**config.mk**
```make
export PLATFORM = sky130hd
export DESIGN_NAME = lfa_bitmap_mem
export DESIGN_NICKNAME = d
export VERILOG_FILES = /design/src/design/lfa_pkg.sv /design/src/design/lfa_bitmap_mem.sv
export SDC_FILE = /design/constraint.sdc
export NUM_CORES = 2
export LEC_CHECK = 0
export ABC_CLOCK_PERIOD_IN_PS = 12300
export BUFFER_PORTS_ARGS = -buffer_cell sky130_fd_sc_hd__buf_2
export CORE_MARGIN = 5
export CORE_UTILIZATION = 53
export DETAILED_ROUTE_END_ITERATION = 10
export PLACE_DENSITY = 0.74
export SLEW_MARGIN = 5
export SYNTH_ARGS = -nofsm -noshare
export SYNTH_HDL_FRONTEND = slang
export SYNTH_SLANG_ARGS = --single-unit
```
**constraint.sdc**
```tcl
create_clock -name clk -period 12.3 [get_ports clk]
set_input_delay 0.615 -clock clk [delete_from_list [all_inputs] [get_ports clk]]
set_output_delay 0.615 -clock clk [all_outputs]
set_load 0.03 [all_outputs]
```
**src/design/lfa_pkg.sv**
```systemverilog
`default_nettype none
// ----------------------------------------------------------------------------
// lfa_pkg: shared types and constants of the lowest free id allocator
// Holds the request and result word layouts, operation and status codes,
// and the small bit helpers used by the datapath.
// ----------------------------------------------------------------------------
package lfa_pkg;

  localparam int ID_W      = 12;
  localparam int MAX_ID_W  = 13;
  localparam int STATUS_W  = 2;
  localparam int INIT_BYTES = 32;
  localparam int BYTES_PER_WORD = 8;
  localparam int WORD_W    = 64;

  localparam logic [7:0] BYTE_FULL = 8'hFF;
  localparam logic [MAX_ID_W-1:0] MAX_ID_RESET = 13'd256;

  localparam logic OP_ALLOC   = 1'b0;
  localparam logic OP_RELEASE = 1'b1;

  localparam logic [STATUS_W-1:0] STATUS_OK        = 2'd0;
  localparam logic [STATUS_W-1:0] STATUS_NO_FREE   = 2'd1;
  localparam logic [STATUS_W-1:0] STATUS_OUT_RANGE = 2'd2;

  typedef struct packed {
    logic            op;
    logic [ID_W-1:0] release_id;
  } in_word_t;

  typedef struct packed {
    logic [ID_W-1:0]     given_id;
    logic [STATUS_W-1:0] status;
  } out_word_t;

  // Index of the lowest clear bit of a byte, 0 when the byte is full.
  function automatic logic [2:0] lowest_clear_bit(input logic [7:0] b);
    logic [2:0] r;
    r = 3'd0;
    for (int k = 7; k >= 0; k--) begin
      if (!b[k]) begin
        r = 3'(k);
      end
    end
    return r;
  endfunction

  // Index of the first byte of a word that still has a clear bit.
  function automatic logic [2:0] first_open_byte(input logic [WORD_W-1:0] w);
    logic [2:0] r;
    r = 3'd0;
    for (int k = BYTES_PER_WORD - 1; k >= 0; k--) begin
      if (w[k*8 +: 8] != BYTE_FULL) begin
        r = 3'(k);
      end
    end
    return r;
  endfunction

endpackage
`default_nettype wire

```
**src/design/lfa_bitmap_mem.sv**
```systemverilog
`default_nettype none
// ----------------------------------------------------------------------------
// lfa_bitmap_mem: id bitmap storage
// One write port, one read port with registered data. A per-word valid bit
// makes never-written words read as all free without a clearing pass.
// ----------------------------------------------------------------------------
module lfa_bitmap_mem #(
  parameter int NUM_WORDS = 64,
  parameter int WIDX_W    = 6
) (
  input  wire logic                        clk,
  input  wire logic                        rst_n,
  input  wire logic                        we,
  input  wire logic [WIDX_W-1:0]           waddr,
  input  wire logic [lfa_pkg::WORD_W-1:0]  wdata,
  input  wire logic                        re,
  input  wire logic [WIDX_W-1:0]           raddr,
  output logic      [lfa_pkg::WORD_W-1:0]  rdata
);

  logic [lfa_pkg::WORD_W-1:0] mem [NUM_WORDS];
  logic [NUM_WORDS-1:0]       valid_r;
  logic [lfa_pkg::WORD_W-1:0] rdata_r;

  always_ff @(posedge clk) begin
    if (we) begin
      mem[waddr] <= wdata;
    end
    if (re) begin
      rdata_r <= valid_r[raddr] ? mem[raddr] : '0;
    end
  end

  always_ff @(posedge clk) begin
    if (!rst_n) begin
      valid_r <= '0;
    end else if (we) begin
      valid_r[waddr] <= 1'b1;
    end
  end

  assign rdata = rdata_r;

endmodule
`default_nettype wire

```
==> impl_metrics.ini <==
[clock_tree]
cts-root-buf = clkbuf_16
worst_skew_pair.late_latency_ns = 0.97
postCtsHoldBufs = 0
post_cts_resized = 0
h-tree-depth = 5
cts_setup_buffers = 0
cts_buffer_depth = 4
tritoncts = done
numCtsBuffers = 406
clock_sinks = 4224
clkSlewWorstSetupHoldPaths_ns = 0.06

[pwr]
p_per_area_nw_per_um2 = 165
leakage_nw = 57.6
ir_worst_vdd_mv = 0.133

[global_route]
grt_max_degree = 116
grt_pass1_wl_mm = 636
grt.total_usage = 0.286
overflow = 0
antenna_found_initial = 51
grt_pass1_vias = 82900

[die]
dieHeight_um = 562
initial_core_util = 0.532
core.rowCount = 202
coreArea_sq_um = 303000
io_pins = 144
dieWidth_um = 562
die-area_sq_um = 315000

[critical_path]
worstSetupEndpointType = flip-flop
r2r_setup_slack_ns = 8.83
required_ns = 12.94
startpoint_type = primary input
r2r_cells = 8
worst_ep_arrival_time_ns = 4.99
timing_worst_setup_path_type = primary input to flip-flop
rr_startpoint = valid_r[63]$_SDFFE_PN0P_
worstPathMaxFanout = 67
worstSetupStartpoint = raddr[0]
reg2reg_to = rdata[53]$_SDFFCE_PN0P_

[timing]
maxSlewHeadroom = 0.0288
finalSetupViolations = 0
finalMaxSlewViolations = 0
final.setup.tns_ns = 0
max_clock_freq_mhz = 230
finalClockSkew_ns = 0.0576
finalCriticalPeriod_ns = 4.35
whs_ns = 0.231
post-route-period-util = 0.354
hold_viol_final = 0
grt_setup_unrepaired = no
worstMarginPinSlew_ns = 1.46

[logic_synthesis]
synth_seq_cells = 4224
ys_types = 64
yosysWarnings = 0
synth_flop_cell = edfxtp_1
synth_top_area_share = 0.775
synth_commonest_cells = 4160 x edfxtp_1, 830 x mux4_2, 580 x mux2i_1, 172 x clkbuf_1, 148 x buf_2
seq_area_frac_synth = 0.783
synth_nets = 7405
yosysMostFrequentCell = edfxtp_1
syn_inst = 7325
avgSynthCellArea_sq_um = 22.0
synth-edff-count = 4160
ys_async_sr_fraction = 0
synth_area_leaders = edfxtp_1 77%, mux4_2 12%, mux2i_1 3.6%, dfxtp_1 0.79%, a22oi_1 0.64%
synth_top_area_cell = edfxtp_1
syn_area_sq_um = 161000

[drt]
first_iter_violations = 13600
post_drt_wl_per_cell_um = 37.9
wirelength_mm = 455
post-route-drc-count = 0
drt_pass1_iterations = 6
antenna_left = 0
vias = 83100
vias_per_cell = 6.92

[worst_hold_path]
min-delay-path-class = primary input to flip-flop
holdPathEnd = rdata[19]$_SDFFCE_PN0P_
min-delay-start = re
min_path_cells = 1

[final_layout]
final_nets = 7750
n_fill_cell = 20500
drive_above_1_share = 0.238
syn_to_final_growth_pct = 11.9
multi_input_area_sq_um = 33400
ff_latch_area_sq_um = 126000

[placed_design]
gp_congestion = 0.821
hpwl_mm = 242
io_buffer_count = 143

[run]
cap_violations = 0

[run_status]
status = finished, final reports clean
==> cell type report <==
cell class / count / area share
inverter: 4 / 0.000153
timing repair buffer: 366 / 0.0142
tap: 3978 / 0.0276
sequential: 4224 / 0.700
clock buffer: 491 / 0.0581
antenna: 32 / 0.000444
clock inverter: 252 / 0.0148
multi-input combinational: 2668 / 0.185
==> state kept, by name (all words and copies together), names as in the netlist <==
signal	count
mem	4096
rdata	64
valid_r	64
==> cell families (layout without fill, tap and decap cells) <==
group,Yosys count,after routing,synth area share
AND/OR/NAND/NOR,395,395,0.0117
flip-flops,4224,4224,0.783
multiplexers,1453,1453,0.156
buffers and inverters,433,1113,0.0137
other,0,32,0
AO/OA/AOI/OAI,820,820,0.0360
==> worst max path at each step <==
stage / end / slack, ns
2_1_floorplan: mem[48][0]$_DFFE_PP_ / 6.24
3_3_place_gp: rdata[41]$_SDFFCE_PN0P_ / 6.91
3_5_place_dp: rdata[41]$_SDFFCE_PN0P_ / 6.92
4_1_cts: rdata[41]$_SDFFCE_PN0P_ / 7.90
5_1_grt: rdata[38]$_SDFFCE_PN0P_ / 7.59
6_report: rdata[41]$_SDFFCE_PN0P_ / 7.95
==> power by group <==
group          internal (mW)  leakage, nW  total (mW)  switching, mW
combinational          0.461         13.2        1.37          0.907
clock                   6.99         6.41        12.4           5.40
sequential              15.9         38.0        16.0         0.0381
total                   23.4         57.6        29.7           6.34
==> placed cells by master (no fill, tap or decap), types with 32 or more instances in the layout <==
cell type	n
edfxtp_1	4160
mux4_2	830
mux2i_1	580
clkbuf_16	406
buf_4	215
a22oi_1	137
buf_2	136
a21oi_1	129
nand2_1	124
o22ai_1	109
clkinv_1	91
o221ai_1	86
clkbuf_1	85
clkinv_2	76
a31oi_1	67
o21a_1	67
dfxtp_1	64
nor2_4	62
o21ai_0	42
bufinv_16	42
nand3_1	39
a21o_1	39
nor2_1	36
mux2_2	34
diode_2	32
==> metrics by stage <==
| stage | util | power, mW | area, sq um | worst slack (ns) | std cells |
|---|---|---|---|---|---|
| final | 0.596 | 29.7 | 180000 | 7.95 | 12000 |
| after global routing | 0.596 | 30.5 | 180000 | 7.59 | 12000 |
| after CTS | 0.595 | 29.8 | 180000 | 7.90 | 12000 |
| after floorplan | - | 17.0 | 161000 | 6.24 | 7325 |
| after global placement | 0.552 | 17.6 | 167000 | 6.91 | 11200 |
| after detailed placement | 0.552 | 17.6 | 167000 | 6.92 | 11200 |
==> worst max-delay path: stages <==
cell and delay [ns]:
buf_12 0.36, buf_4 0.72, buf_4 0.88, buf_4 0.92, mux4_2 0.61, a22oi_1 0.22, a21oi_1 0.12, nor2_1 0.19
a21oi_1 0.10
==> metal layers <==
metal	share of wire	global-route usage
met5	0.00018	0
met4	0.052	0.129
met3	0.14	0.0762
met2	0.47	0.443
met1	0.34	0.385
(Power assumes the default switching activity.)
