`src/design/lfa_full_summary.sv`:
```
`default_nettype none
// ----------------------------------------------------------------------------
// lfa_full_summary: one full flag per bitmap word
// Tracks which words have every id taken and points at the first word
// that still has a free id.
// ----------------------------------------------------------------------------
module lfa_full_summary #(
  parameter int NUM_WORDS = 64,
  parameter int WIDX_W    = 6
) (
  input  wire logic              clk,
  input  wire logic              rst_n,
  input  wire logic              upd_en,
  input  wire logic [WIDX_W-1:0] upd_idx,
  input  wire logic              upd_full,
  output logic      [WIDX_W-1:0] first_idx,
  output logic                   any_open
);

  logic [NUM_WORDS-1:0] full_r;

  always_ff @(posedge clk) begin
    if (!rst_n) begin
      full_r <= '0;
    end else if (upd_en) begin
      full_r[upd_idx] <= upd_full;
    end
  end

  // priority pick, lowest index wins
  always_comb begin
    first_idx = '0;
    for (int k = NUM_WORDS - 1; k >= 0; k--) begin
      if (!full_r[k]) begin
        first_idx = WIDX_W'(k);
      end
    end
  end

  assign any_open = ~&full_r;

endmodule
`default_nettype wire

```
`config.mk`:
```
export PLATFORM = sky130hd
export DESIGN_NAME = lfa_full_summary
export DESIGN_NICKNAME = d
export VERILOG_FILES = /design/src/design/lfa_full_summary.sv
export SDC_FILE = /design/constraint.sdc
export NUM_CORES = 1
export LEC_CHECK = 0
export ABC_AREA = 1
export BUFFER_PORTS_ARGS = -buffer_cell sky130_fd_sc_hd__clkbuf_2
export CAP_MARGIN = 20
export CORE_UTILIZATION = 45
export CTS_BUF_LIST = sky130_fd_sc_hd__clkbuf_8
export CTS_CLUSTER_DIAMETER = 150
export CTS_CLUSTER_SIZE = 20
export DETAILED_ROUTE_END_ITERATION = 7
export PLACE_DENSITY = 0.6
export SETUP_SLACK_MARGIN = 0.1
export SYNTH_ARGS = -nofsm -noshare
export SYNTH_HDL_FRONTEND = slang
export SYNTH_SLANG_ARGS = --single-unit
```
`constraint.sdc`:
```
create_clock -name clk -period 7.1 [get_ports clk]
set_input_delay 1.065 -clock clk [delete_from_list [all_inputs] [get_ports clk]]
set_output_delay 1.065 -clock clk [all_outputs]
set_load 0.03 [all_outputs]
```
==> results of run 1 <==
## stage by stage
stage,hold slack (ns),instance area [um^2]
final,0.489,3520
after global routing,0.510,3520
after CTS,0.493,3500
after detailed placement,0.484,3320
after global placement,0.482,3320
after floorplan,0.457,3130
## per-layer routing
metal | vias up | global-route usage (%) | routed length, um | part of all wire [%]
met4 | 0 | 10.2 | 130 | 1.5
met3 | 12 | 4.77 | 323 | 3.8
met2 | 48 | 37.3 | 3760 | 45
li1 | 1601 | - | - | -
met1 | 1426 | 33.7 | 4240 | 50
met5 | - | 0 | 0 | 0
## worst max-delay path: cells and delay by family (launching register included)
family	cells	cell delay [ns]
and+or+nand+nor	61	2.98
DFF	1	0.37
buffers and inverters	1	0.21
AOI/OAI and AO/OA	1	0.11
## synthesized netlist by cell type
cell type	instances
a21oi_1	67
a21oi_2	1
a311oi_1	62
a31oi_1	2
clkbuf_1	28
dfxtp_1	64
inv_1	16
inv_2	2
nand2_1	112
nand3_1	7
nand4_1	3
nor2_1	42
nor3_1	15
nor4_1	7
o211ai_1	1
o21ai_0	3
o21bai_1	1
## worst max-delay path by stage
stage / from / to / slack [ns]
final: full_r[62]$_SDFFE_PN0P_ / first_idx[0] / 1.98
after global routing: full_r[63]$_SDFFE_PN0P_ / first_idx[0] / 1.30
after CTS: full_r[63]$_SDFFE_PN0P_ / first_idx[0] / 1.95
after detailed placement: full_r[63]$_SDFFE_PN0P_ / first_idx[0] / 2.35
after global placement: full_r[63]$_SDFFE_PN0P_ / first_idx[0] / 2.35
after floorplan: full_r[63]$_SDFFE_PN0P_ / first_idx[0] / 2.74
## cells by family after synthesis
group	Yosys count
DFF	64
AOI/OAI and AO/OA	137
and+or+nand+nor	186
buffers and inverters	46
## cell type report
type                    instances  area, um^2
repair buffers                 27         175
well taps                      80         100
clock buffers                  12         165
multi-input cells             323        1710
fillers                       703        3240
clock inverters                 4        18.8
inverters                      18        67.6
flip-flops and latches         64        1280
## power breakdown
group	internal (mW)	switching (mW)	total [mW]
logic	0.0112	0.0373	0.0484
clock network	0.152	0.139	0.291
registers	0.362	0.00211	0.364
==> impl_metrics.ini, run 1 <==
[run]
maxCapViolCount = 0

[logic_synthesis]
ys_seq_area_share_pct = 40.9
synth-seq-cells = 64
yosys_warnings = 0
muxShareOfSynthArea_pct = 0
synth_top_family_by_area = compound AO/OA/AOI/OAI gates
syn_inst = 433
synth.avg_cell_area_um2 = 7.24
synthXorXnorAreaFrac_pct = 0
synth_top_area_share_pct = 40.9
syn-num-nets = 443
synth_largest_area_cell = dfxtp_1
synthTopCellsByArea = dfxtp_1, a311oi_1, nand2_1, a21oi_1, nor2_1
synth_area_um2 = 3130
synthAdderAreaFrac_pct = 0
synth-simple-area-share_pct = 24.0
yosysUniqueCellTypes = 17
synth_compound_area_share_pct = 29.7

[sta]
period_minus_slack_ns = 5.12
hold_viol = 0
setup_ws_ns = 1.98
fmax_mhz = 195
final.setup_skew_ns = 0
slew_violations = 0
period_share_pct = 72.1
grt_setup_unrepaired = false
tightest_slew_ns = 1.12
slew_headroom_pct = 25.2
setup_tns_ns = 0
setup_viol = 0

[layout]
final_layout_size_suffix_gt1_share_pct = 11.2
n_antenna_cell = 0
area_growth_syn_to_layout_pct = 12.3
final_cell_mix = nand2_1, a21oi_1, dfxtp_1
top_regs = full_r (64)
nets = 453
stdcell_count = 528
final_common_cell = nand2_1
largest_reg_flops = 64
top_register = full_r
utilization_pct = 52.1

[global_routing]
grt_pass1_wl_um = 13800
grt_pass1_vias = 2758
grt_max_degree = 63
gr-total-overflow = 0
antenna_found_initial = 0
grt_usage_pct = 24.4

[detailed_routing]
vias = 3087
drc = 0
antenna_left = 0
firstDrtPassIters = 5
drt-total-wl_um = 8450
wl_per_cell_um = 16.0
drt_iter0_markers = 195
vias_per_cell = 5.85

[critical_path]
rr_worst_depth = 2
r2r_setup_slack_ns = 6.32
crit_type = register to output pin
reg2reg_from = full_r[34]$_SDFFE_PN0P_
critPathLaunchType = register
crit_fanout = 4
worstReg2RegEnd = full_r[34]$_SDFFE_PN0P_
crit_required_ns = 6.03
crit_slowest_cell = dfxtp_1
cp-end-kind = output pin
cpPeakStageDelay_ns = 0.37
critPathArrivalTime_ns = 4.05
cp_common_cell = nand2_1

[clocking]
cts_sinks = 64
hold_buffers = 0
cts_resized = 0
cts_made_buffers = 9
ctsHtreeMaxLevel = 3
postCtsSetupBuffers = 0
clockBufferDepth = 2
clock_latency_ns = 0.34
root_buffer = clkbuf_8
clk_pin_slew_ns = 0.07
cts_tree = yes

[placed_design]
io_buffers = 16
dpl.hpwl_um = 5220
gp_congestion = 0.804
dp_cells = 511
pre_cts_ws_ns = 2.35

[power_and_ir_drop]
power_density_nw_per_um2 = 200
peakVddDrop_mv = 0.0940
power.total_uw = 704
p_leak_nw = 1.10

[floorplanning]
die_w_um = 85.5
io_pins = 17
start_util_pct = 46.4
rows = 30
die_area_um2 = 7300
die-height_um = 85.5
core_area_um2 = 6760

[worst_hold_path]
whs_path_depth = 2
hp-class = register to register
hp-start = full_r[63]$_SDFFE_PN0P_
hold-path-endpoint = full_r[63]$_SDFFE_PN0P_

[run_status]
status = complete, no violations
Note: power is estimated with default switching activity, not from simulation.
==> inputs of run 2 (changes only) <==
ABC_AREA = 0   (was 1)
PLACE_DENSITY = 0.62   (was 0.6)
clock period = 4.44 ns   (was 7.1 ns; I/O delays follow)
==> impl_metrics.ini, run 2 <==
[sta]
slew_violations = 0
grt_setup_unrepaired = false
hold_viol = 0
fmax_mhz = 344
period_share_pct = 65.5
period_minus_slack_ns = 2.91
tightest_slew_ns = 1.00
final.setup_skew_ns = 0
slew_headroom_pct = 33.0
setup_viol = 0
setup_tns_ns = 0

[clocking]
hold_buffers = 0
ctsHtreeMaxLevel = 3
clock_latency_ns = 0.35
clockBufferDepth = 2
root_buffer = clkbuf_8
cts_made_buffers = 9
cts_sinks = 64
clk_pin_slew_ns = 0.07
cts_tree = yes
cts_resized = 0
postCtsSetupBuffers = 0

[logic_synthesis]
synth_flop_cell = dfxtp_1
muxShareOfSynthArea_pct = 3.03
async_flop_share_pct = 0
synth_top_family_by_area = simple AND/OR/NAND/NOR gates
yosysUniqueCellTypes = 46
ys_top_cells_by_count = nand3_1, nand2_1, dfxtp_1
ys_seq_area_share_pct = 35.3
synth_compound_area_share_pct = 24.8
synth.avg_cell_area_um2 = 7.56
synth_top_area_share_pct = 35.3
synth-edff-count = 0
synthTopCellsByArea = dfxtp_1, a21boi_0, nand3_1, nand2_1, o21ai_0
yosys_warnings = 0
yosysMostFrequentCell = nand3_1
syn_inst = 480
syn-num-nets = 490
synthAdderAreaFrac_pct = 0
synth-simple-area-share_pct = 32.3
synth-seq-cells = 64
synth_largest_area_cell = dfxtp_1
synth_area_um2 = 3630
synthXorXnorAreaFrac_pct = 0

[critical_path]
crit_required_ns = 3.77
cp-end-kind = output pin
crit_type = register to output pin
critPathLaunchType = register
critPathArrivalTime_ns = 2.24
crit_fanout = 5

[placed_design]
io_buffers = 16
dp_cells = 573
dpl_cell_area_um2 = 3730
gp_congestion = 0.950
dpl.hpwl_um = 7300

[global_routing]
grt_pass1_wl_um = 18000
grt_max_degree = 65
grt_pass1_vias = 3347
grt_usage_pct = 28.1
antenna_found_initial = 0
gr-total-overflow = 0

[power_and_ir_drop]
power_density_nw_per_um2 = 282
seqPwrFrac_pct = 52.3
p_leak_nw = 1.21
swShare_pct = 26.8
power.total_mw = 1.11
power_frac_clock_pct = 40.1
p_int_uw = 809
combPwrFrac_pct = 7.5
p_switching_uw = 297
peakVddDrop_mv = 0.161

[floorplanning]
rows = 32
die_area_um2 = 8430
core_area_um2 = 7770
die_w_um = 91.8
start_util_pct = 46.7
die-height_um = 91.8
io_pins = 17

[detailed_routing]
vias_per_cell = 6.14
firstDrtPassIters = 6
drt-total-wl_um = 11300
antenna_left = 0
wl_per_cell_um = 19.1
vias = 3624
drc = 0
drt_iter0_markers = 319

[layout]
largest_reg_flops = 64
final_layout_size_suffix_gt1_share_pct = 8.81
top_regs = full_r (64)
design_area_um2 = 3920
n_antenna_cell = 0
nFillCells = 767
final_cell_mix = nand3_1, nand2_1, dfxtp_1
top_register = full_r
final_common_cell = nand3_1
nets = 493
area_growth_syn_to_layout_pct = 8.14
stdcell_count = 590

[run]
maxCapViolCount = 0

[worst_hold_path]
hp-class = register to register

[run_status]
status = complete, no violations
[run 2: cell types whose count changed in the layout (fill, tap and decap cells not counted), moves of 11 or more]
cell and delta:
a21boi_0 +55, a21oi_1 -56, a311oi_1 -60, mux2i_1 +11, nand2_1 -47, nand3_1 +61, nand4_1 +17, nor2_1 -22
nor2b_1 +18, o21ai_0 +45
[run 2: area by class of cell]
cell class	count	area [um^2]	area share, %
Multi-Input combinational cell	377	2180	55.6
Tap cell	102	128	3.25
Clock buffer	10	138	3.51
Timing Repair Buffer	19	123	3.13
Clock inverter	6	28.8	0.733
Inverter	12	45.0	1.15
Sequential cell	64	1280	32.7
[run 2: logic make-up (layout without fill, tap and decap cells)]
logic type / Yosys count / after routing
AO/OA/AOI/OAI: 137 / 137
flip-flops: 64 / 64
multiplexers: 11 / 11
AND/OR/NAND/NOR: 229 / 229
buffers and inverters: 39 / 47
[run 2: power groups by stage]
stage | sequential [mW] | clock, mW | combinational (mW)
floorplan | 0.591 | 0 | 0.0569
global placement | 0.592 | 0 | 0.0787
detailed placement | 0.592 | 0 | 0.0791
CTS | 0.579 | 0.447 | 0.0791
global route | 0.579 | 0.474 | 0.0891
finish | 0.579 | 0.444 | 0.0832
[run 2: final timing paths]
check / cells past startpoint / slack (ns) / endpoint / start
setup / recovery: 7 / 1.53 / first_idx[2] / full_r[46]$_SDFFE_PN0P_
hold / removal: 2 / 0.50 / full_r[14]$_SDFFE_PN0P_ / full_r[14]$_SDFFE_PN0P_
setup reg to reg: 4 / 3.63 / full_r[10]$_SDFFE_PN0P_ / full_r[10]$_SDFFE_PN0P_
hold reg to reg: 2 / 0.50 / full_r[14]$_SDFFE_PN0P_ / full_r[14]$_SDFFE_PN0P_
[run 2: worst max-delay path: stages (launching register included)]
cell and delay (ns):
dfxtp_1 0.40, nand4_1 0.23, and2b_1 0.26, nor3_1 0.04, o41ai_1 0.45, a21oi_1 0.14, o21ba_1 0.20, clkbuf_2 0.18
[run 2: metal layers]
layer  up-vias  share of wire [%]  global-route usage (%)  wire length (um)
li1       1745                  -                       -                 -
met1      1682                 46                    38.6              5160
met2       167                 44                    42.0              4940
met3        30                7.2                    5.64               810
met4         0                3.2                    13.7               365
met5         -                  0                       0                 0
[run 2: stage by stage]
| step | setup WS [ns] | utilization [%] | hold slack (ns) |
|---|---|---|---|
| floorplan | 2.19 | - | 0.466 |
| global placement | 1.95 | 48.0 | 0.487 |
| detailed placement | 1.96 | 48.0 | 0.496 |
| CTS | 1.57 | 50.2 | 0.505 |
| global route | 1.43 | 50.5 | 0.539 |
| finish | 1.53 | 50.5 | 0.499 |
